<file path="config.mk">
export PLATFORM = sky130hd
export DESIGN_NAME = abs_out_fifo_flat
export DESIGN_NICKNAME = d
export VERILOG_FILES = /design/src/rtl/core/abs_pkg.sv /design/src/rtl/core/abs_if.sv /design/src/rtl/core/abs_out_fifo.sv /design/src/flat_wrapper.sv
export SDC_FILE = /design/constraint.sdc
export NUM_CORES = 1
export LEC_CHECK = 0
export ABC_AREA = 0
export BUFFER_PORTS_ARGS = -buffer_cell sky130_fd_sc_hd__buf_2
export CORE_MARGIN = 1.5
export CORE_UTILIZATION = 60
export DETAILED_ROUTE_END_ITERATION = 10
export PLACE_DENSITY = 0.79
export SLEW_MARGIN = 5
export SYNTH_ARGS = -nofsm -noshare
export SYNTH_HDL_FRONTEND = slang
export SYNTH_SLANG_ARGS = --single-unit
</file>
<file path="constraint.sdc">
create_clock -name clk -period 6.2 [get_ports clk]
set_input_delay 0.93 -clock clk [delete_from_list [all_inputs] [get_ports clk]]
set_output_delay 0.93 -clock clk [all_outputs]
set_load 0.02 [all_outputs]
</file>
<file path="src/rtl/core/abs_pkg.sv">
// ----------------------------------------------------------------------------
// abs_pkg
// Shared widths, constants and types of the adaptive background subtraction
// block: per-channel lane datapath, merge stage, result queue and top level.
// ----------------------------------------------------------------------------
`timescale 1ns / 1ps

package abs_pkg;

  // Pixel and lane geometry
  localparam int NUM_LANES  = 3;
  localparam int PIX_W      = 8;
  localparam int MAX_PIXELS = 131072;
  localparam int POS_W      = $clog2(MAX_PIXELS);
  localparam int FILL_W     = POS_W + 1;

  // Fixed point: statistics are Q8.16, rates Q0.16
  localparam int FRAC_W  = 16;
  localparam int Q_W     = PIX_W + FRAC_W;
  localparam int RATE_W  = FRAC_W;
  localparam int COEF_W  = RATE_W + 1;
  localparam int PROD_W  = Q_W + COEF_W;
  localparam int SUM_W   = PROD_W + 1;

  localparam logic [Q_W-1:0]    Q_MAX     = '1;
  localparam logic [COEF_W-1:0] SQRT2_Q16 = COEF_W'(92682);
  localparam logic [COEF_W-1:0] ONE_Q16   = COEF_W'(1) << RATE_W;

  // Configuration
  localparam int ZETA_W     = 8;
  localparam int FRM_W      = 8;
  localparam int CNT_W      = FRM_W + 1;
  localparam int CFG_IDX_W  = 3;
  localparam int CFG_DATA_W = 16;

  typedef enum logic [CFG_IDX_W-1:0] {
    REG_ZETA        = 3'd0,
    REG_BG_RATE     = 3'd1,
    REG_FG_RATE     = 3'd2,
    REG_INIT_FRAMES = 3'd3,
    REG_INIT_RECIP  = 3'd4
  } cfg_reg_t;

  localparam logic [ZETA_W-1:0] ZETA_RST        = ZETA_W'(15);
  localparam logic [RATE_W-1:0] BG_RATE_RST     = RATE_W'(1311);
  localparam logic [RATE_W-1:0] FG_RATE_RST     = RATE_W'(33);
  localparam logic [FRM_W-1:0]  INIT_FRAMES_RST = FRM_W'(50);
  localparam logic [RATE_W-1:0] INIT_RECIP_RST  = RATE_W'(1311);

  // Result queue
  localparam int FIFO_DEPTH = 8;
  localparam int FIFO_AW    = $clog2(FIFO_DEPTH);

  typedef enum logic [1:0] {
    PH_MEAN   = 2'd0,
    PH_SPREAD = 2'd1,
    PH_DETECT = 2'd2
  } phase_t;

  // Update pipeline depth, memory read to row write-back
  localparam int STAGES = 4;

  // Per-stage control carried alongside the lanes
  typedef struct packed {
    logic             valid;
    logic [POS_W-1:0] pos;
    phase_t           phase;
    logic             eof;
    logic             hit;
  } ctrl_t;

  // Update coefficients: new = (v*k + target*r) >> 16
  typedef struct packed {
    logic [COEF_W-1:0] km;
    logic [RATE_W-1:0] rm;
    logic [COEF_W-1:0] ks;
    logic [RATE_W-1:0] rs;
  } coef_t;

  typedef struct packed {
    logic [Q_W-1:0] mean;
    logic [Q_W-1:0] spread;
  } stat_t;

  typedef struct packed {
    logic             is_foreground;
    logic             in_training;
    logic [PIX_W-1:0] fg_blue;
    logic [PIX_W-1:0] fg_green;
    logic [PIX_W-1:0] fg_red;
    logic             frame_done;
  } result_t;

endpackage

</file>
<file path="src/rtl/core/abs_if.sv">


interface abs_result_if;
  logic                      valid;
  logic                      ready;
  logic                      is_foreground;
  logic                      in_training;
  logic [abs_pkg::PIX_W-1:0] fg_blue;
  logic [abs_pkg::PIX_W-1:0] fg_green;
  logic [abs_pkg::PIX_W-1:0] fg_red;
  logic                      frame_done;

  modport source (output valid, is_foreground, in_training, fg_blue, fg_green,
                  fg_red, frame_done, input ready);
  modport sink   (input valid, is_foreground, in_training, fg_blue, fg_green,
                  fg_red, frame_done, output ready);
endinterface


</file>
<file path="src/rtl/core/abs_out_fifo.sv">
// ----------------------------------------------------------------------------
// abs_out_fifo
// Small result queue that decouples the non-stalling update pipeline from
// the output handshake.
// ----------------------------------------------------------------------------
`timescale 1ns / 1ps

module abs_out_fifo (
  input  logic             clk,
  input  logic             rst,
  input  logic             push,
  input  abs_pkg::result_t push_data,
  abs_result_if.source     results
);
  import abs_pkg::*;

  result_t            store [FIFO_DEPTH];
  logic [FIFO_AW-1:0] wr_ptr;
  logic [FIFO_AW-1:0] rd_ptr;
  logic [FIFO_AW:0]   count;
  logic               pop;
  result_t            head;

  assign pop  = results.valid && results.ready;
  assign head = store[rd_ptr];

  // Capture results as they leave the pipeline; space is reserved upstream
  always_ff @(posedge clk) begin
    if (push) begin
      store[wr_ptr] <= push_data;
    end
  end

  // Track pointers and fill level
  always_ff @(posedge clk) begin
    if (rst) begin
      wr_ptr <= '0;
      rd_ptr <= '0;
      count  <= '0;
    end else begin
      if (push) begin
        wr_ptr <= wr_ptr + 1'b1;
      end
      if (pop) begin
        rd_ptr <= rd_ptr + 1'b1;
      end
      count <= count + (FIFO_AW+1)'(push) - (FIFO_AW+1)'(pop);
    end
  end

  assign results.valid         = (count != '0);
  assign results.is_foreground = head.is_foreground;
  assign results.in_training   = head.in_training;
  assign results.fg_blue       = head.fg_blue;
  assign results.fg_green      = head.fg_green;
  assign results.fg_red        = head.fg_red;
  assign results.frame_done    = head.frame_done;

endmodule

</file>
<file path="src/flat_wrapper.sv">
// flat-port wrapper written by rule: the top's interface ports become plain ports
module abs_out_fifo_flat import abs_pkg::*;
  (clk, rst, push, push_data, results_valid, results_is_foreground, results_in_training, results_fg_blue, results_fg_green, results_fg_red, results_frame_done, results_ready);
  abs_result_if results_i ();
  input  logic clk;
  input  logic rst;
  input  logic push;
  input  abs_pkg::result_t push_data;
  output wire logic [$bits(results_i.valid)-1:0] results_valid;
  output wire logic [$bits(results_i.is_foreground)-1:0] results_is_foreground;
  output wire logic [$bits(results_i.in_training)-1:0] results_in_training;
  output wire logic [$bits(results_i.fg_blue)-1:0] results_fg_blue;
  output wire logic [$bits(results_i.fg_green)-1:0] results_fg_green;
  output wire logic [$bits(results_i.fg_red)-1:0] results_fg_red;
  output wire logic [$bits(results_i.frame_done)-1:0] results_frame_done;
  input wire logic [$bits(results_i.ready)-1:0] results_ready;
  assign results_valid = results_i.valid;
  assign results_is_foreground = results_i.is_foreground;
  assign results_in_training = results_i.in_training;
  assign results_fg_blue = results_i.fg_blue;
  assign results_fg_green = results_i.fg_green;
  assign results_fg_red = results_i.fg_red;
  assign results_frame_done = results_i.frame_done;
  assign results_i.ready = results_ready;
  abs_out_fifo u_core (.clk(clk), .rst(rst), .push(push), .push_data(push_data), .results(results_i));
endmodule
</file>
After elaboration in Yosys (flattened, before gate mapping)
Memory sizes are Yosys's and may differ from the RTL's. A register that Yosys moved wholly into a read port is not among the register bits.
Cells that the tools add are included.
{ "classes": {"n_addsub": 4, "mul": 0, "n_div": 0, "order_cmp": 0, "n_eq_ne": 0, "shifts": 0, "mux": 4, "n_bitwise": 0, "n_reduce_logical": 2} }
{ "ops": {"columns": ["cell", "count"], "rows": [
  ["3-bit by 1-bit adder with 3-bit output (second input constant)", 2],
  ["3-bit two-way mux", 2],
  ["4-bit by 1-bit adder with 4-bit output", 1],
  ["4-bit nonzero test", 1],
  ["4-bit by 1-bit subtractor with 4-bit output", 1],
  ["1-bit two-way mux", 2],
  ["1-bit logical AND", 1]
]} }
{ "word_totals": {"register_bits": 10, "latchBits": 0, "ramBits": 216, "rom_bits": 0, "in_bits": 31, "output_inout_bits": 28, "elab_cells": 14, "n_memories": 1} }
{ "memory_table": {"columns": ["memory", "words", "word_bits", "read_ports", "rd_ports_with_merged_regs", "wr", "line_no", "source"], "rows": [
  ["u_core.store", 8, 27, 1, 1, 1, "abs_out_fifo.sv:17", "result_t store [FIFO_DEPTH];"]
]} }

Depth between registers and ports, before layout
Gate-level depths: netlist of run 1.
{ "depth": {"depth_word": 4, "depth_mapped": 11, "mapped_depth_nobuf": 11} }

Worst setup path after synthesis of run 1
No wires, ideal clock.
{ "synth_path": {"path_kind": "input port to flip-flop", "from": "input push", "to": "memory u_core.store[0][0] in the netlist's numbering (enable)", "setup_time_ns": 0.445, "arrival_time_ns": 2.896, "required_time_ns": 5.755, "setup_slack_ns": 2.859, "stages": 2, "n_path_buf": 0, "path_cell_list": "nand2b_1 > nor3_1"} }
{ "synth_between": {"elab_chain_len": 2} }
{ "synth_rtl": {"columns": ["element", "line_no", "source"], "rows": [
  ["start, declared", "flat_wrapper.sv:7", "input logic push;"],
  ["1-bit two-way mux", "abs_out_fifo.sv:29", "if (push) begin"],
  ["1-bit two-way mux (not written as such)", "abs_out_fifo.sv:30", "store[wr_ptr] <= push_data;"],
  ["end, declared", "abs_out_fifo.sv:17", null]
]} }
No other way between the ends.

==> results.ini, run 1 <==
[clock_network]
post-cts-setup-buffer-count=0
numCtsBuffers=23
tritoncts=done
post_cts.resized_instances=0
cts_root_buf=sky130_fd_sc_hd__clkbuf_16
cts.sinks=229
clk_pin_slew_worst_paths_ns=0.06
insertion_delay_ns=0.49
h_tree_levels=1
ctsLongestPathBuffers=3
cts_hold_buf=0

[floorplan]
placementRows=44
design.portCount=59
die_w_um=125.2
die_height_um=125.2
die-area_um2=15670
fp.coreArea_um2=14530
initial_core_util_pct=61.64

[final_layout]
antenna_cells=0
final_layout_size_suffix_gt1_share_pct=28.72
area.growth.synth_to_final_pct=13.97
layout_common_cells=sky130_fd_sc_hd__edfxtp_1, sky130_fd_sc_hd__buf_2, sky130_fd_sc_hd__mux4_1
regArea_um2=6749
utilization_pct=70.25
multi_input_comb_area_um2=2130
layout.filler_cells=883
final_common_cell=sky130_fd_sc_hd__edfxtp_1
final_net_count=499

[yosys]
syn-instance-count=388
yosysWarnings=0
synth_area_per_cell_um2=23.09
yosys_register_bits=229
synth-seq-area-share_pct=75.31
synth.net_count=426
ys_types=26
synthesized_area_um2=8959

[worst_setup_path]
r2r_end=u_core.count[1]$_SDFF_PP0_
crit_path_cell_trace=buf_4, mux4_1, mux2_2, buf_2
timing.critical_path.slowest_stage_cell=sky130_fd_sc_hd__dfxtp_2
timing.critical_path.from_type=flop
crit_path_end_kind=output pin
timing.critical_path.required_ns=5.27
timing.critical_path.fanout_max=28
crit_type=reg -> out
worst_r2r_path_depth=10
worst_setup_path_endpoint=results_fg_blue[6]
data_arrival_time_of_the_critical_path_ns=2.95
timing.reg2reg.setup_slack_ns=3.98
critical-path-max-stage-delay_ns=0.81
worst_r2r_startpoint=u_core.count[2]$_SDFF_PP0_

[grt]
first_pass_grt_wire_length_mm=23.13
antenna_violations_before_repair=0
pin_count_of_the_biggest_net_entering_global_routing=55
number_of_global_route_vias_before_repair=4146
grt_remaining_overflow=0
groute.usage.overall_pct=19.80

[power_and_ir_drop]
p_comb_share_pct=14.7
power_density_nw_per_um2=358.6
cell_internal_pwr_uw=2796
power.share.sequential_pct=48.6
power_leakage_uw=0.003415
vdd.ir_drop.worst_mv=0.2522
swShare_pct=23.63
power.switching_uw=865.2
pwr-share-clk_pct=36.6

[status]
outcome=finished clean

[timing]
grt_setup_unrepaired=false
min_period_over_period_pct=62.64
report.final.slew_viol_count=0
timing.max_slew.rel_slack_pct=31.02
report.final.hold_viol_count=0
tightest_slew_ns=1.029
fin_setup_tns_ns=0
fmaxAchievable_mhz=257.5
finalWorstPathRequiredPeriod_ns=3.883
finalSetupViolCount=0
skew_ns=0.009183

[worst_hold_path]
timing.hold.worst.class=reg -> reg

[route]
drt_wl_total_mm=15.33
drt-initial-drc-count=319
via_per_inst=6.044
wl_per_cell_um=23.18
drt_pre_antenna_iters=4
detail-route-antenna-nets=0
drt_drc_violations_left=0
route.vias.total=3995

[job]
maxCapViolations=0

[placed_design]
port_buffers=58
gp_congestion=0.7214
dp_hpwl_mm=8.213

[routing by layer]
layer	GRT usage (%)	wire length [um]
met1	26.95	6430
met2	33.85	7978
met3	3.252	645
met4	5.548	270
met5	0	0
[stage by stage]
| step | total power (uW) | cell area (um2) | setup WS [ns] | hold WS, ns | instances |
|---|---|---|---|---|---|
| finish | 3661 | 10210 | 2.317 | 0.5282 | 661 |
| detailed placement | 2358 | 9474 | 2.772 | 0.5100 | 620 |
| global route | 3790 | 10210 | 2.203 | 0.5592 | 661 |
| global placement | 2338 | 9474 | 2.802 | 0.4881 | 620 |
| CTS | 3686 | 10210 | 2.262 | 0.5313 | 661 |
| floorplan | 2202 | 8959 | 2.859 | 0.4799 | 388 |
[Yosys cell counts, drive strengths merged]
| master | instances | area [um2] |
|---|---|---|
| buf | 11 | 87.57 |
| mux2 | 29 | 326.6 |
| inv | 8 | 30.03 |
| nor3b | 1 | 7.510 |
| xnor2 | 1 | 8.760 |
| a21oi | 6 | 30.03 |
| clkbuf | 5 | 20.01 |
| a31o | 1 | 8.760 |
| ha | 6 | 75.07 |
| nor2b | 2 | 12.51 |
| nor2 | 13 | 48.80 |
| nand2 | 5 | 18.77 |
| edfxtp | 216 | 6486 |
| nand3 | 3 | 15.01 |
| xor2 | 2 | 17.52 |
| fa | 1 | 20.02 |
| o21ai | 3 | 15.01 |
| mux4 | 54 | 1419 |
| nor3 | 2 | 10.01 |
| nand2b | 4 | 25.02 |
| mux2i | 1 | 10.01 |
| or3 | 1 | 6.260 |
| dfxtp | 13 | 260.3 |
[cells by family after synthesis]
kind of cell    Yosys count  synth area share (%)
mux                      84                 19.59
compound gates           10                0.6005
fa+ha+maj                 7                 1.061
buf+inv                  24                 1.536
flops                   229                 75.31
xor+xnor                  3                0.2933
simple gates             31                 1.606
[worst max-delay path, delay by kind of cell, from the launching register on]
family | cells | cell delay, ns
DFF | 1 | 0.81
muxes | 2 | 0.91
buffers and inverters | 2 | 0.71
[how the worst min path moves through the flow]
stage,start,to,slack (ns),depth (start not counted)
after floorplan,u_core.rd_ptr[2]$_SDFFE_PP0P_,flop,0.48,2
after global placement,u_core.rd_ptr[2]$_SDFFE_PP0P_,flop,0.49,2
after detailed placement,u_core.rd_ptr[1]$_SDFFE_PP0P_,flop,0.51,2
after CTS,u_core.rd_ptr[2]$_SDFFE_PP0P_,flop,0.53,2
after global routing,u_core.rd_ptr[2]$_SDFFE_PP0P_,flop,0.56,2
final,u_core.rd_ptr[2]$_SDFFE_PP0P_,flop,0.53,2
[power groups by stage]
stage | sequential, uW | clock, uW | combinational, uW
CTS | 1780 | 1360 | 547
finish | 1780 | 1340 | 539
global route | 1790 | 1420 | 580
detailed placement | 1810 | 0 | 543
global placement | 1810 | 0 | 528
floorplan | 1790 | 0 | 408
[sequential cells by signal, indices dropped and copies added, names as in the netlist, named ones only]
signal,count
u_core.count,4
u_core.wr_ptr,3
u_core.rd_ptr,3
u_core.store,216
[area by class of cell]
cell class / count / area share [%]
Sequential cell: 229 / 66.10
Multi-Input combinational cell: 135 / 20.86
Clock buffer: 25 / 5.711
Timing Repair Buffer: 64 / 3.284
Tap cell: 184 / 2.255
Clock inverter: 16 / 1.495
Inverter: 8 / 0.2941
Power figures use the tool's default switching activity.
==> inputs of run 2 (changes only) <==
ABC_AREA = 1   (was 0)
clock period = 3.6 ns   (was 6.2 ns; I/O delays follow)
==> run 2 against run 1 <==
  * Area after synthesis increased by 12%
  * Synthesized cell count increased to 2.6 times the previous value
  * Final area increased by 10%
  * Critical path depth increased by 3
  * Global-route usage increased by 3.4 points
  * Non-clock buffer count increased by 6
  * Setup slack got worse by 1.9 ns
  * Core utilization decreased by 2.0 points
  * Via count increased by 66%
  * Die area increased by 12%
  * Clock-buffer cell count increased by 2
  * Power increased by 90%
  * Highest routed layer is now met5
==> results.ini, run 2 <==
[worst_setup_path]
critical-path-max-stage-delay_ns=0.84
crit_path_cell_trace=inv_4, nand2_1, nand3_1, nand2_1, nand2_1, nand2_1, buf_2
crit_type=reg -> out
crit_top_cell=sky130_fd_sc_hd__nand2_1
timing.reg2reg.setup_slack_ns=1.54
crit_path_end_kind=output pin
data_arrival_time_of_the_critical_path_ns=2.63
timing.critical_path.from_type=flop
timing.critical_path.slowest_stage_cell=sky130_fd_sc_hd__inv_4
timing.critical_path.required_ns=3.06
timing.critical_path.fanout_max=108

[final_layout]
largest_register_ffs=216
final_common_cell=sky130_fd_sc_hd__nand2_1
reg.largest.list=u_core.store x216, u_core.count x4
area.growth.synth_to_final_pct=12.16
antenna_cells=0
final_net_count=1114
layout.filler_cells=1213
final_area_um2=11230
max_flop_register=u_core.store
final_layout_size_suffix_gt1_share_pct=10.55
layout_common_cells=sky130_fd_sc_hd__nand2_1, sky130_fd_sc_hd__inv_1, sky130_fd_sc_hd__edfxtp_1

[power_and_ir_drop]
vdd.ir_drop.worst_mv=0.4862
power_density_nw_per_um2=619.6
power_leakage_uw=0.005206

[route]
drt-initial-drc-count=531
wl_per_cell_um=14.95
drt_drc_violations_left=0
drt_pre_antenna_iters=5
drt_wl_total_mm=19.59
detail-route-antenna-nets=0
route.vias.total=6621
via_per_inst=5.054

[yosys]
synth-seq-area-share_pct=67.37
synthMuxAreaShare_pct=0
yosysMostFrequentCell=sky130_fd_sc_hd__nand2_1
yosys_register_bits=229
ys_types=18
post_synth_and_or_nand_nor_area_fraction_pct=20.18
synth_adder_area_share_pct=0.9495
yosysWarnings=0
synthesized_area_um2=10010
synthDominantAreaCellType=sky130_fd_sc_hd__edfxtp_1
fraction_of_synthesized_cell_area_taken_by_the_top_area_cell_type_pct=64.77
yosys-top-cells-area=sky130_fd_sc_hd__edfxtp_1, sky130_fd_sc_hd__nand2_1, sky130_fd_sc_hd__inv_1, sky130_fd_sc_hd__nand3_1, sky130_fd_sc_hd__dfxtp_1
async_set_or_reset_register_ratio_after_synthesis_pct=0
synth_ff_type=sky130_fd_sc_hd__edfxtp_1
synth_edf_count=216
post_synth_xor_area_fraction_pct=0
synth_top_family_by_area=simple AND/OR/NAND/NOR gates
synth.net_count=1058
syn-instance-count=1020
synth_area_per_cell_um2=9.818
synth_compound_gate_area_share_pct=0.5997
synth_commonest_cells=sky130_fd_sc_hd__nand2_1, sky130_fd_sc_hd__inv_1, sky130_fd_sc_hd__edfxtp_1

[timing]
timing.max_slew.rel_slack_pct=26.41
grt_setup_unrepaired=false
report.final.hold_viol_count=0
fmaxAchievable_mhz=315.1
tightest_slew_ns=1.104
report.final.slew_viol_count=0
skew_ns=0.007392
min_period_over_period_pct=88.16
fin_setup_tns_ns=0
finalSetupViolCount=0
finalWorstPathRequiredPeriod_ns=3.174

[placed_design]
gp_congestion=0.7618
detailed_place.area_um2=10520
dp_hpwl_mm=10.73
port_buffers=58

[worst_hold_path]
timing.hold.worst.class=in -> reg

[grt]
pin_count_of_the_biggest_net_entering_global_routing=109
antenna_violations_before_repair=1
groute.usage.overall_pct=23.19
first_pass_grt_wire_length_mm=31.57
number_of_global_route_vias_before_repair=6462
grt_remaining_overflow=0

[clock_network]
tritoncts=done
post-cts-setup-buffer-count=0
post_cts.resized_instances=0
insertion_delay_ns=0.50
cts_root_buf=sky130_fd_sc_hd__clkbuf_16
clk_pin_slew_worst_paths_ns=0.06
cts_hold_buf=0
h_tree_levels=1
numCtsBuffers=23
ctsLongestPathBuffers=3
cts.sinks=229

[floorplan]
die-area_um2=17480
placementRows=47
design.portCount=59
die_w_um=132.2
die_height_um=132.2
initial_core_util_pct=60.82
fp.coreArea_um2=16470

[status]
outcome=finished clean

[job]
maxCapViolations=0

==> run 2: cell count changes in the layout (fill, tap and decap cells not counted), sizes merged, moves of 5 or more <==
cell	delta
nand3	+111
inv	+225
mux2	-29
buf	+6
nand2	+360
mux4	-54
nor2	+5
==> run 2: path summary, 6_finish.rpt <==
check | from | end | cells past startpoint
setup / recovery | flop | results_fg_red[5] | 7
hold / removal | rst | u_core.count[1]$_SDFF_PP0_ | 2
hold reg to reg | u_core.wr_ptr[0]$_SDFFE_PP0P_ | u_core.wr_ptr[0]$_SDFFE_PP0P_ | 2
setup reg to reg | u_core.count[2]$_SDFF_PP0_ | u_core.count[2]$_SDFF_PP0_ | 10
==> run 2: cell families after synthesis <==
| logic type | after synthesis |
|---|---|
| and+or+nand+nor | 499 |
| buffers and inverters | 273 |
| DFF | 229 |
| AOI/OAI and AO/OA | 12 |
| adders and majority gates | 7 |
==> run 2: per-stage QoR <==
| step | setup WS (ns) | instances | utilization (%) | hold slack, ns | power [uW] |
|---|---|---|---|---|---|
| 3_3_place_gp | 1.098 | 1271 | 63.91 | 0.4768 | 4715 |
| 5_1_grt | 0.2834 | 1310 | 68.21 | 0.2242 | 7309 |
| 2_1_floorplan | 1.132 | 1020 | - | 0.4631 | 4322 |
| 3_5_place_dp | 1.024 | 1271 | 63.91 | 0.4968 | 4762 |
| 6_report | 0.4262 | 1310 | 68.21 | 0.2324 | 6960 |
| 4_1_cts | 0.4690 | 1310 | 68.21 | 0.2221 | 6996 |
==> run 2: where the power goes <==
| part | internal [uW] | switching [uW] | leakage (uW) |
|---|---|---|---|
| clock network | 1330 | 923 | 0.000350 |
| registers | 3010 | 78.8 | 0.00207 |
| logic | 507 | 1110 | 0.00279 |
| total | 4840 | 2120 | 0.00521 |
==> run 2: layer usage <==
metal	up-vias	global-route usage (%)	wire length [um]
li1	3282	-	-
met4	2	7.814	443
met1	3077	30.22	7880
met2	220	39.85	9785
met3	40	3.960	1465
met5	-	0	10
==> run 2: area by class of cell <==
type / instances / area [um2] / area share, %
clock buffer: 27 / 600.6 / 5.347
clock inverter: 12 / 107.6 / 0.9580
inverter: 234 / 880.8 / 7.842
multi-input combinational: 518 / 2236 / 19.91
sequential: 229 / 6751 / 60.11
tap: 220 / 275.3 / 2.451
timing repair buffer: 70 / 380.4 / 3.386
==> run 2: critical path: cells and delay by family (launching register included) <==
family,cells,cell delay [ns]
buffers and inverters,2,1.02
flip-flops,1,0.50
AND/OR/NAND/NOR,5,0.51
