**src/rtl/core/abs_pkg.sv**
```systemverilog
// ----------------------------------------------------------------------------
// abs_pkg
// Shared widths, constants and types of the adaptive background subtraction
// block: per-channel lane datapath, merge stage, result queue and top level.
// ----------------------------------------------------------------------------
`timescale 1ns / 1ps

package abs_pkg;

  // Pixel and lane geometry
  localparam int NUM_LANES  = 3;
  localparam int PIX_W      = 8;
  localparam int MAX_PIXELS = 131072;
  localparam int POS_W      = $clog2(MAX_PIXELS);
  localparam int FILL_W     = POS_W + 1;

  // Fixed point: statistics are Q8.16, rates Q0.16
  localparam int FRAC_W  = 16;
  localparam int Q_W     = PIX_W + FRAC_W;
  localparam int RATE_W  = FRAC_W;
  localparam int COEF_W  = RATE_W + 1;
  localparam int PROD_W  = Q_W + COEF_W;
  localparam int SUM_W   = PROD_W + 1;

  localparam logic [Q_W-1:0]    Q_MAX     = '1;
  localparam logic [COEF_W-1:0] SQRT2_Q16 = COEF_W'(92682);
  localparam logic [COEF_W-1:0] ONE_Q16   = COEF_W'(1) << RATE_W;

  // Configuration
  localparam int ZETA_W     = 8;
  localparam int FRM_W      = 8;
  localparam int CNT_W      = FRM_W + 1;
  localparam int CFG_IDX_W  = 3;
  localparam int CFG_DATA_W = 16;

  typedef enum logic [CFG_IDX_W-1:0] {
    REG_ZETA        = 3'd0,
    REG_BG_RATE     = 3'd1,
    REG_FG_RATE     = 3'd2,
    REG_INIT_FRAMES = 3'd3,
    REG_INIT_RECIP  = 3'd4
  } cfg_reg_t;

  localparam logic [ZETA_W-1:0] ZETA_RST        = ZETA_W'(15);
  localparam logic [RATE_W-1:0] BG_RATE_RST     = RATE_W'(1311);
  localparam logic [RATE_W-1:0] FG_RATE_RST     = RATE_W'(33);
  localparam logic [FRM_W-1:0]  INIT_FRAMES_RST = FRM_W'(50);
  localparam logic [RATE_W-1:0] INIT_RECIP_RST  = RATE_W'(1311);

  // Result queue
  localparam int FIFO_DEPTH = 8;
  localparam int FIFO_AW    = $clog2(FIFO_DEPTH);

  typedef enum logic [1:0] {
    PH_MEAN   = 2'd0,
    PH_SPREAD = 2'd1,
    PH_DETECT = 2'd2
  } phase_t;

  // Update pipeline depth, memory read to row write-back
  localparam int STAGES = 4;

  // Per-stage control carried alongside the lanes
  typedef struct packed {
    logic             valid;
    logic [POS_W-1:0] pos;
    phase_t           phase;
    logic             eof;
    logic             hit;
  } ctrl_t;

  // Update coefficients: new = (v*k + target*r) >> 16
  typedef struct packed {
    logic [COEF_W-1:0] km;
    logic [RATE_W-1:0] rm;
    logic [COEF_W-1:0] ks;
    logic [RATE_W-1:0] rs;
  } coef_t;

  typedef struct packed {
    logic [Q_W-1:0] mean;
    logic [Q_W-1:0] spread;
  } stat_t;

  typedef struct packed {
    logic             is_foreground;
    logic             in_training;
    logic [PIX_W-1:0] fg_blue;
    logic [PIX_W-1:0] fg_green;
    logic [PIX_W-1:0] fg_red;
    logic             frame_done;
  } result_t;

endpackage

```
**src/rtl/core/abs_merge.sv**
```systemverilog
// ----------------------------------------------------------------------------
// abs_merge
// Combines the per-channel range tests into the foreground decision and
// picks the update coefficients that all lanes apply.
// ----------------------------------------------------------------------------
`timescale 1ns / 1ps

module abs_merge (
  input  abs_pkg::phase_t               phase,
  input  logic [abs_pkg::NUM_LANES-1:0] fail,
  input  logic [abs_pkg::RATE_W-1:0]    bg_rate,
  input  logic [abs_pkg::RATE_W-1:0]    fg_rate,
  input  logic [abs_pkg::RATE_W-1:0]    init_recip,
  output logic                          fg,
  output abs_pkg::coef_t                coef
);
  import abs_pkg::*;

  // Foreground when any channel leaves its range, detection phase only
  assign fg = (phase == PH_DETECT) && (|fail);

  // Select what moves: mean, spread or both, and by how much
  always_comb begin
    coef.km = ONE_Q16;
    coef.rm = '0;
    coef.ks = ONE_Q16;
    coef.rs = '0;
    case (phase)
      PH_MEAN: begin
        coef.rm = init_recip;
      end
      PH_SPREAD: begin
        coef.rs = init_recip;
      end
      PH_DETECT: begin
        if (fg) begin
          coef.ks = ONE_Q16 - {1'b0, fg_rate};
          coef.rs = fg_rate;
        end else begin
          coef.km = ONE_Q16 - {1'b0, bg_rate};
          coef.rm = bg_rate;
          coef.ks = ONE_Q16 - {1'b0, bg_rate};
          coef.rs = bg_rate;
        end
      end
      default: begin
        coef.km = ONE_Q16;
      end
    endcase
  end

endmodule

```
**config.mk**
```make
export PLATFORM = sky130hd
export DESIGN_NAME = abs_merge
export DESIGN_NICKNAME = d
export VERILOG_FILES = /design/src/rtl/core/abs_pkg.sv /design/src/rtl/core/abs_merge.sv
export SDC_FILE = /design/constraint.sdc
export NUM_CORES = 1
export LEC_CHECK = 0
export ABC_AREA = 1
export BUFFER_PORTS_ARGS = -buffer_cell sky130_fd_sc_hd__buf_2
export CORE_MARGIN = 2
export CORE_UTILIZATION = 44
export DETAILED_ROUTE_END_ITERATION = 12
export MAX_ROUTING_LAYER = met4
export PLACE_DENSITY_LB_ADDON = 0.3
export SYNTH_ARGS = -nofsm -noshare
export SYNTH_HDL_FRONTEND = slang
export SYNTH_SLANG_ARGS = --single-unit
export TNS_END_PERCENT = 50
```
**constraint.sdc**
```tcl
create_clock -name vclk -period 1.35
set_input_delay 0.0675 -clock vclk [all_inputs]
set_output_delay 0.0675 -clock vclk [all_outputs]
set_load 0.05 [all_outputs]
```
# Word level (Yosys, flattened, before mapping)
# Cells that the tools add are included.
op_classes:
  addsub: 2
  multipliers: 0
  div_mod_pow: 0
  magnitude_cmp: 0
  n_eq_ne: 2
  n_shift: 0
  mux: 6
  bitwise_logic: 0
  n_reduce_logical: 3
ops:
  columns: ["cell", "count"]
  rows:
  - ["two-way mux 33 bit", 2]
  - ["one-hot mux 16 bit (2 select lines)", 2]
  - ["two-way mux 17 bit", 2]
  - ["subtractor 17 x 16 -> 17 bit, first input constant", 2]
  - ["OR reduction 3 bit", 1]
  - ["equality test 2 x 1 -> 1 bit, second input constant", 1]
  - ["equality test 2 bit, second input constant", 1]
  - ["zero test 2 bit", 1]
  - ["logical AND 1 bit", 1]
totals:
  regBits: 0
  latchBits: 0
  ram_bits: 0
  romBits: 0
  in_bits: 53
  output_inout_bits: 67
  elab_cells: 13
  n_memories: 0

# Logic depth before layout (Yosys ltp)
# Gate-level depths: netlist (run 1).
logic_depth:
  depth_word: 4
  mapped_depth: 9

# Worst setup path after synthesis (run 1)
# No wires, ideal clock.
synth_timing:
  path_type: "in2out"
  from: "input port phase[0]"
  to: "output port coef[19] in the netlist's numbering"
  t_arrival_ns: 1.783
  setup_slack_ns: -0.500
  cell_stages: 6
  path_cell_list: "inv_1 > ha_1 > nand2_2 > inv_4 > o21ai_0 > o21ai_0"
synth_lines:
  columns: ["element", "line", "source"]
  rows:
  - ["from (decl)", "abs_merge.sv:9", "input abs_pkg::phase_t phase,"]
  - ["to (decl)", "abs_merge.sv:15", "output abs_pkg::coef_t coef"]

==> results.md, run 1 <==
* Final WS setup at -29.90 ps
* Worst EP required at between 1000 and 1500 ps
* Gr ovfl total at 0
* # DRC at 0
* Pins over their slew limit at 0
* CP startpoint kind: primary input
* All-Layer GR Usage at 33.20%
* Initial antenna violation count at 0
* Drt via density at approximately 5
* Failing checks: setup timing
* Area Overhead vs Synth at 73.18%
* Status: finished with violations
* WP data arrival at 1310 ps
* # nets final at 603
* Register area share after synthesis at 0%
* Initial Util at 46.17%
* Hold Path Sink: coef[43]
* Core Area at 0.003689 mm2
* Hpwl dp at ~5800 um
* Power density over cell area at around 350 mW/mm2
* Worst Hold Depth at 4
* Worst-Margin Slew at approximately 310 ps
* Leak at 1.859 nW
* Slew headroom at 79.25%
* Worst Setup End Kind: output pin
* Die ar. at approximately 0.0044 mm2
* Seq. cell area at 0 um2
* Initial DRC Count at 239
* Std-Cell Rows at 22
* Yosys warns at 0
* Syn avg cell area at approximately 4.3 um2
* Final TNS setup at -31.52 ps
* Hold Violations, Final at 0
* Inserted Diodes at 0
* Simple-Gate Fraction of Synth Area at between 70 and 80%
* Crit Path Max Fanout at 14
* Min Tclk post-route at around 1400 ps
* Worst hold path startpoint: init_recip[10]
* Area of the multi-input gates at roughly 0.0016 mm2
* Detailed-route via count at approximately 3000
* Post-synthesis mux area share at 0%
* First-pass GRT wire length at ~11000 um
* Die W at between 60 and 70 um
* Share of cells above drive strength 1 at 38.49%
* Power after layout at 0.001046 W
* FMAX at roughly 720 MHz
* Setup crit start: phase[0]
* Finish-stage setup viols at 2
* Port bufs at 120
* Antenna Violating Nets Remaining at 0
* Worst Path Class, Setup: primary input to output pin
* Seq_cells at 0
* Mapped Area at roughly 0.0017 mm2
* Largest family of logic cells by synthesized area: simple AND/OR/NAND/NOR gates
* Distinct cell type count after synthesis at 22
* Hold WS at just over 500 ps
* Max IR drop VDD at ~390 uV
* Max Cap Viol at 0
* Compound-Gate Fraction of Synth Area at under 10%
* Number of fill cells at 292
* Syn nets at 450
* Io pins at 120
* Hold_buf cts at 0
* Post-DR wirelength/cell at roughly 13 um
* Final cycle utilization of the critical path at 102.2%
* Clock buffers at 0
* First-pass DRT Iterations at 5
* RSZ-0062 raised after global routing: true
* Global placement routability congestion at 0.9547
* Hold WC Path Type: primary input to output pin
* DRT Wirelength at ~7600 um
* Vias in the first global route at between 2000 and 3000
* DIE HEIGHT at 66.21 um
* Adder-cell share of the synthesized area at 3.674%
* Largest net degree at the start of global routing at 29
* Pre-CTS WS at -169.7 ps
* Synth Area in XOR/XNOR at less than 1%
* Cells after Synth at between 300 and 400
## power breakdown
group	total [W]	switching, W	internal (W)	leakage (nW)
Combinational	0.00105	0.000701	0.000345	1.86
Sequential	0	0	0	0
Clock	0	0	0	0
Total	0.00105	0.000701	0.000345	1.86
## through the flow
stage                     utilization [%]  cells  cell area (um2)
after detailed placement            72.08    589             2659
final                               79.95    591             2949
after global placement              72.08    589             2659
after CTS                           75.14    589             2771
after global routing                79.95    591             2949
after floorplan                         -    392             1754
## repair_timing
action | 4_1_cts | 5_1_grt
endpoints found under the setup margin | 57 | 52
gates resized for setup | 40 | 58
gates cloned | 0 | 1
setup buffers | 0 | 1
pin swaps | 1 | 2
## worst max path at each step
| stage | to | slack [ps] |
|---|---|---|
| 5_1_grt | coef[54] | -100 |
| 2_1_floorplan | coef[6] | -170 |
| 3_3_place_gp | coef[6] | -120 |
| 3_5_place_dp | coef[15] | -170 |
| 4_1_cts | coef[28] | 3 |
| 6_report | coef[6] | -30 |
## cell families after synthesis
kind of cell / after synthesis
AO/OA/AOI/OAI: 20
XOR/XNOR: 1
adder cells (fa/ha/maj): 5
buffers and inverters: 64
AND/OR/NAND/NOR: 302
## per-layer routing
metal | share of wire [%] | track usage [%]
met1 | 39 | 38.91
met4 | 3.2 | 8.418
met5 | 0 | -
met3 | 7.0 | 2.555
met2 | 51 | 60.75
## cells in the mapped netlist
library cell	n	share of area, %
nand2_1	156	34
nor2_1	92	20
inv_1	53	12
nand3_1	39	11
o21ai_0	14	4.1
nand2_2	8	2.9
ha_1	5	3.7
clkbuf_1	4	0.88
nor2_4	3	2.0
a21oi_1	2	0.59
a31oi_1	2	0.73
buf_4	2	0.88
nand4_1	2	0.73
o22ai_1	2	0.73
buf_12	1	1.2
buf_2	1	0.29
buf_6	1	0.66
inv_4	1	0.37
inv_6	1	0.51
nand3_4	1	1.0
nor2_2	1	0.37
xor2_1	1	0.51
## layout make-up
| type | count | share of cell area (%) |
|---|---|---|
| Timing Repair inverter | 1 | 0.2970 |
| Multi-Input combinational cell | 328 | 52.65 |
| Timing Repair Buffer | 159 | 37.51 |
| Inverter | 55 | 7.510 |
| Tap cell | 48 | 2.036 |
## worst max-delay path, cell delays in order
cell and delay (ps):
buf_2 110, inv_2 80, ha_4 170, nand3_4 170, inv_12 150, nand2_1 80
nand2_1 100, nor2_1 70, nor2_1 140, buf_6 180
## placed cells by master, fill, tap and decap left out, drive strengths merged
cell	count
xor2	1
nor2	96
o22ai	2
ha	5
inv	56
buf	142
nand2	164
nand3	40
o21ai	14
clkbuf	17
a21oi	2
nand4	2
a31oi	2
Note: power is estimated with default switching activity, not from simulation.
==> inputs of run 2 (changes only) <==
CORE_ASPECT_RATIO = 1.4   (was not set)
RECOVER_POWER = 100   (was not set)
==> run 2 against run 1 <==
Compared with the run above:
- clock-buffer cell count unchanged
- via count down 4.1%
- flip-flop and latch count unchanged
- the run now ends clean
==> results.md, run 2 (synthesis gave the netlist of run 1 again) <==
* First-pass DRT Iterations at 4 (-1)
* Io pins at 120 (unchanged)
* Final cycle utilization of the critical path at 97.34% (-4.9 points)
* Die ar. at 0.004391 mm2 (+0.16%)
* Finish-stage setup viols at 0 (-2)
* Worst EP required at 1280 ps (about the same)
* # nets final at 589 (-2.3%)
* Placed Area at 0.002536 mm2 (-4.6%)
* Antenna Violating Nets Remaining at 0 (unchanged)
* Post-DR wirelength/cell at 11.57 um (-10%)
* Status: finished clean
* Hold WC Path Type: primary input to output pin
* Hpwl dp at 5312 um (-9.2%)
* DIE HEIGHT at 77.61 um (+17%)
* Inserted Diodes at 0 (unchanged)
* Std-Cell Rows at 26 (+18%)
* Seq_cells at 0 (unchanged)
* DRT Wirelength at 6607 um (-13%)
* Detailed-route via count at 2874 (-4.1%)
* Worst-Margin Slew at 281.4 ps (-26.55 ps)
* CP startpoint kind: primary input
* Seq. cell area at 0 um2 (unchanged)
* Max Cap Viol at 0 (unchanged)
* Setup Buffers After CTS at 0 (unchanged)
* Largest net degree at the start of global routing at 29 (unchanged)
* Power density over cell area at 360.3 mW/mm2 (+1.6%)
* Design area at 0.002748 mm2 (-6.8%)
* Commonest cells after routing, fill and taps aside: nand2_1, nor2_1, buf_2, inv_1, buf_4
* Share of cells above drive strength 1 at 36.67% (-1.8 points)
* Die W at 56.58 um (-15%)
* Vias in the first global route at 2569 (-4.8%)
* Final Util at 74.74% (-5.2 points)
* Clock buffers at 0 (unchanged)
* Leak at 1.772 nW (-4.7%)
* Port bufs at 120 (unchanged)
* WP data arrival at 1250 ps (-60 ps)
* Initial Util at 46.32% (+0.16 points)
* Initial DRC Count at 97 (-59%)
* Hold Violations, Final at 0 (unchanged)
* Core Area at 0.003676 mm2 (-0.34%)
* Worst Path Class, Setup: primary input to output pin
* Max IR drop VDD at 350.4 uV (-11%)
* All-Layer GR Usage at 29.61% (-3.6 points)
* Area Overhead vs Synth at 61.35%
* Commonest non-fill, non-tap cell in the layout: nand2_1
* First-pass GRT wire length at 10810 um (-5.7%)
* Crit Path Max Fanout at 28 (+14)
* Slew headroom at 81.32% (+2.1 points)
* # DRC at 0 (unchanged)
* Drt via density at 5.033 (-0.78%)
* Min Tclk post-route at 1314 ps (-65.85 ps)
* Pins over their slew limit at 0 (unchanged)
* RSZ-0062 raised after global routing: true
* Initial antenna violation count at 0 (unchanged)
* Worst Setup End Kind: output pin
* FMAX at 761.0 MHz (+5.0%)
* Global placement routability congestion at 0.9017 (-5.6%)
* Gr ovfl total at 0 (unchanged)
==> run 2: cell count changes in the layout (fill, tap and decap cells not counted), sizes merged <==
cell    delta
buf       -26
clkbuf    +13
inv        -1
==> run 2: area by class of cell <==
cell class / count / area (um2)
fill: 328 / 928.4
tap: 42 / 52.55
multi-input combinational: 328 / 1550
inverter: 55 / 221.5
timing repair buffer: 146 / 923.4
==> run 2: worst paths after layout <==
kind	start	end	slack [ps]	cells after the start
max	phase[0]	coef[6]	40	10
min	fg_rate[14]	coef[30]	560	5
==> run 2: timing repair <==
action / 4_1_cts / 5_1_grt
endpoints found under the setup margin: 46 / 50
pin swaps: 0 / 5
gates resized for setup: 25 / 53
hold buffers: 0 / 0
==> run 2: layer usage <==
layer | track usage [%] | up-vias | routed length [um]
met5 | - | - | 0
met4 | 5.238 | 0 | 146
met3 | 2.500 | 16 | 473
met2 | 53.49 | 131 | 3330
met1 | 35.56 | 1261 | 2656
li1 | - | 1466 | -
==> run 2: power breakdown <==
group          internal, W  leakage (nW)  switching (W)
clock network            0             0              0
registers                0             0              0
logic             0.000312          1.77       0.000678
==> run 2: worst max-delay path, stage by stage <==
cell     delay [ps]
buf_2           110
inv_2            70
ha_4            160
nand3_4         130
inv_12          160
nand2_1         100
nand2_1          80
nor2_1           50
nor2_1          140
buf_6           180
==> run 2: stage by stage <==
step | power [W] | TNS [ps] | hold slack (ps) | setup WS, ps | std cells
after floorplan | 0.0006014 | -1599 | 360.3 | -167.3 | 392
after global placement | 0.0008975 | -1417 | 532.9 | -98.46 | 571
after detailed placement | 0.0009075 | -3176 | 536.2 | -161.6 | 571
after CTS | 0.0009337 | 0 | 537.2 | 0.2617 | 571
after global routing | 0.001062 | -139.5 | 577.6 | -41.24 | 571
final | 0.0009900 | 0 | 557.1 | 35.95 | 571
==> inputs of run 3 (changes only) <==
SETUP_SLACK_MARGIN = 0.15   (was not set)
==> run 3 against run 2 <==
Compared with the run above:
- the flow now stops in global routing (5_1_grt)
- synthesized cell count is the same
- area after synthesis is the same
==> results.md, run 3 <==
* Most frequent cells after synthesis: nand2_1, nor2_1, inv_1, nand3_1, o21ai_0
* Yosys warns at 0 (unchanged)
* Placed Area at 0.002738 mm2 (+7.9%)
* Die W at 56.58 um (unchanged)
* Status: did not finish
* Syn avg cell area at 4.344 um2 (unchanged)
* Cells after Synth at 392 (unchanged)
* Syn nets at 450 (unchanged)
* Port bufs at 120 (unchanged)
* Largest net degree at the start of global routing at 17
* Setup Buffers After CTS at 0 (unchanged)
* Post-synth top area share at 34.39% (unchanged)
* Io pins at 120 (unchanged)
* Err: [ERROR DPL-0038] Utilization greater than 100%, impossible to legalize
* Main area contributors after synthesis: nand2_1, nor2_1, inv_1, nand3_1, o21ai_0
* Initial Util at 46.32% (unchanged)
* Worst endpoint type: primary output
* Most common cell in the netlist: nand2_1
* Hpwl dp at 6104 um (+15%)
* DIE HEIGHT at 77.61 um (unchanged)
* Hold_buf cts at 0 (unchanged)
* Global placement routability congestion at 0.9715 (+7.7%)
* Mapped Area at 0.001703 mm2 (unchanged)
* Failing step: global routing (5_1_grt)
* Register area share after synthesis at 0% (unchanged)
* Distinct cell type count after synthesis at 22 (unchanged)
* Top cell type by total area after synthesis: nand2_1
* Std-Cell Rows at 26 (unchanged)
* Grt repair worst endpoint: coef[11]
## run 3: cell counts after synthesis
No cell type changed its count.
## run 3: logic make-up after synthesis
| kind of cell | count (synthesis) | synth area share, % |
|---|---|---|
| AOI/OAI and AO/OA | 20 | 6.172 |
| xor gates and xnor gates | 1 | 0.5144 |
| adders and majority gates | 5 | 3.674 |
| buffers and inverters | 64 | 16.46 |
| and+or+nand+nor | 302 | 73.18 |
## run 3: timing repair
| action | in CTS |
|---|---|
| cloned | 1 |
| resized for setup | 77 |
| pin swaps | 2 |
| endpoints found under the hold margin | 0 |
| setup endpoints to repair | 58 |
## run 3: per-stage QoR
step	utilization, %	std cells	setup WS (ps)	hold WS [ps]
after floorplan	-	392	-12.26	338.5
after global placement	74.47	579	-54.67	531.3
after detailed placement	74.47	579	-132.7	531.3
after CTS	80.84	580	20.64	531.6
==> inputs of run 4 (changes only) <==
CORE_ASPECT_RATIO = not set   (was 1.4)
CORE_UTILIZATION = 29   (was 44)
MAX_ROUTING_LAYER = not set   (was met4)
PLACE_DENSITY_LB_ADDON = 0.15   (was 0.3)
SETUP_SLACK_MARGIN = not set   (was 0.15)
==> run 4 against run 3 <==
Compared with the run above:
- the flow now finishes without violations
==> results.md, run 4 (synthesis gave the netlist of run 1 again) <==
* Detailed-route via count at 2891
* CP startpoint kind: primary input
* Hpwl dp at 6529 um (+7.0%)
* M1 wire length at roughly 3400 um
* RSZ-0062 raised after global routing: true
* Global placement routability congestion at 0.9204 (-5.3%)
* Status: finished clean
* Met3 WL post-DR at approximately 650 um
* Initial Util at 30.55% (-16 points)
* Setup crit start: phase[0]
* DRT Wirelength at roughly 8000 um
* Slew headroom at 82.15%
* Std-Cell Rows at 27 (+3.8%)
* Hold_buf cts at 0 (unchanged)
* Die W at 80.63 um (+43%)
* Commonest cells after routing, fill and taps aside: nand2_1, nor2_1, buf_2, buf_4, inv_1
* Min Tclk post-route at 1321 ps
* WP data arrival at 1250 ps
* Worst hold path startpoint: init_recip[15]
* Hold WC Path Type: primary input to output pin
* DIE HEIGHT at 80.63 um (+3.9%)
* Hold Violations, Final at 0
* Worst Hold Depth at 4
* Area Overhead vs Synth at 75.75%
* DR WL met2 at between 3000 and 4000 um
* Core Area at between 0.005 and 0.006 mm2
* Initial antenna violation count at 0
* # nets final at around 600
* Crit Path Max Fanout at 7
* Commonest non-fill, non-tap cell in the layout: nand2_1
* Power after layout at between 0.001 and 0.0015 W
* # DRC at 0
* Final cycle utilization of the critical path at between 90% and 100%
* Clock buffers at 0
* Leak at 1.877 nW
* Seq_cells at 0
* Vias in the first global route at approximately 2700
* Worst EP required at 1280 ps
* Max IR drop VDD at about 210 uV
* Worst Path Class, Setup: primary input to output pin
* Gr ovfl total at 0
* Power density over cell area at around 350 mW/mm2
* Antenna Violating Nets Remaining at 0
* Worst-Margin Slew at 265.0 ps
* Post-DR wirelength/cell at between 10 and 15 um
* Share of cells above drive strength 1 at 40.11%
* Finish-stage setup viols at 0
* Port bufs at 120 (unchanged)
* All-Layer GR Usage at between 20% and 30%
* Placed Area at 0.002681 mm2 (-2.1%)
* First-pass GRT wire length at between 10000 and 15000 um
* Pins over their slew limit at 0
* FMAX at about 760 MHz
* Max layer used: met4
* Io pins at 120 (unchanged)
* Initial DRC Count at about 160
* Design area at ~0.0030 mm2
* First-pass DRT Iterations at 5
* Max Cap Viol at 0
* Seq. cell area at 0 um2
* Drt via density at roughly 4.7
* Die ar. at between 0.006 and 0.007 mm2
* Worst Setup End Kind: output pin
* Inserted Diodes at 0
* Largest net degree at the start of global routing at 17
* Number of fill cells at between 600 and 700
-- run 4: critical path, stage by stage --
cell and delay, ps:
buf_2 110, inv_2 70, ha_4 160, nand3_4 90
buf_4 180, inv_8 80, nand2_1 70, nand2_1 60
nor2_1 40, nor2_1 130, buf_6 180
-- run 4: area by class of cell --
type	instances	area (um2)	share of cell area (%)
Inverter	55	225.2	7.525
Multi-Input combinational cell	328	1549	51.76
Tap cell	72	90.09	3.010
Timing Repair Buffer	160	1102	36.83
Timing Repair inverter	3	26.28	0.8779
-- run 4: worst paths after layout --
path                  slack, ps        to
worst min-delay path        510  coef[48]
worst max-delay path         30  coef[15]
-- run 4: routing by layer --
layer / track usage (%) / vias up
met2: 43.25 / 106
met5: 0 / -
li1: - / 1505
met4: 3.390 / 0
met3: 1.685 / 8
met1: 31.67 / 1272
-- run 4: what timing repair did --
item | CTS | global route
pin swaps | 1 | 15
gates cloned | 2 | 1
hold endpoints to repair | 0 | 0
gates resized for setup | 30 | 73
buffers inserted | 2 | 1
setup endpoints to repair | 55 | 48
-- run 4: report_power, final --
part           internal, W  switching (W)  leakage [nW]
clock network            0              0             0
registers                0              0             0
logic             0.000344       0.000702          1.88
-- run 4: per-stage QoR --
stage | setup TNS, ps | cells | setup slack [ps] | utilization, % | hold WS [ps]
final | 0 | 618 | 28.56 | 53.69 | 511.0
after global routing | -332.0 | 618 | -41.93 | 53.69 | 550.0
after CTS | -43.00 | 616 | -43.00 | 50.33 | 534.3
after detailed placement | -5061 | 612 | -176.9 | 48.10 | 535.7
after global placement | -3424 | 612 | -133.9 | 48.10 | 532.8
after floorplan | -1599 | 392 | -167.3 | - | 360.3
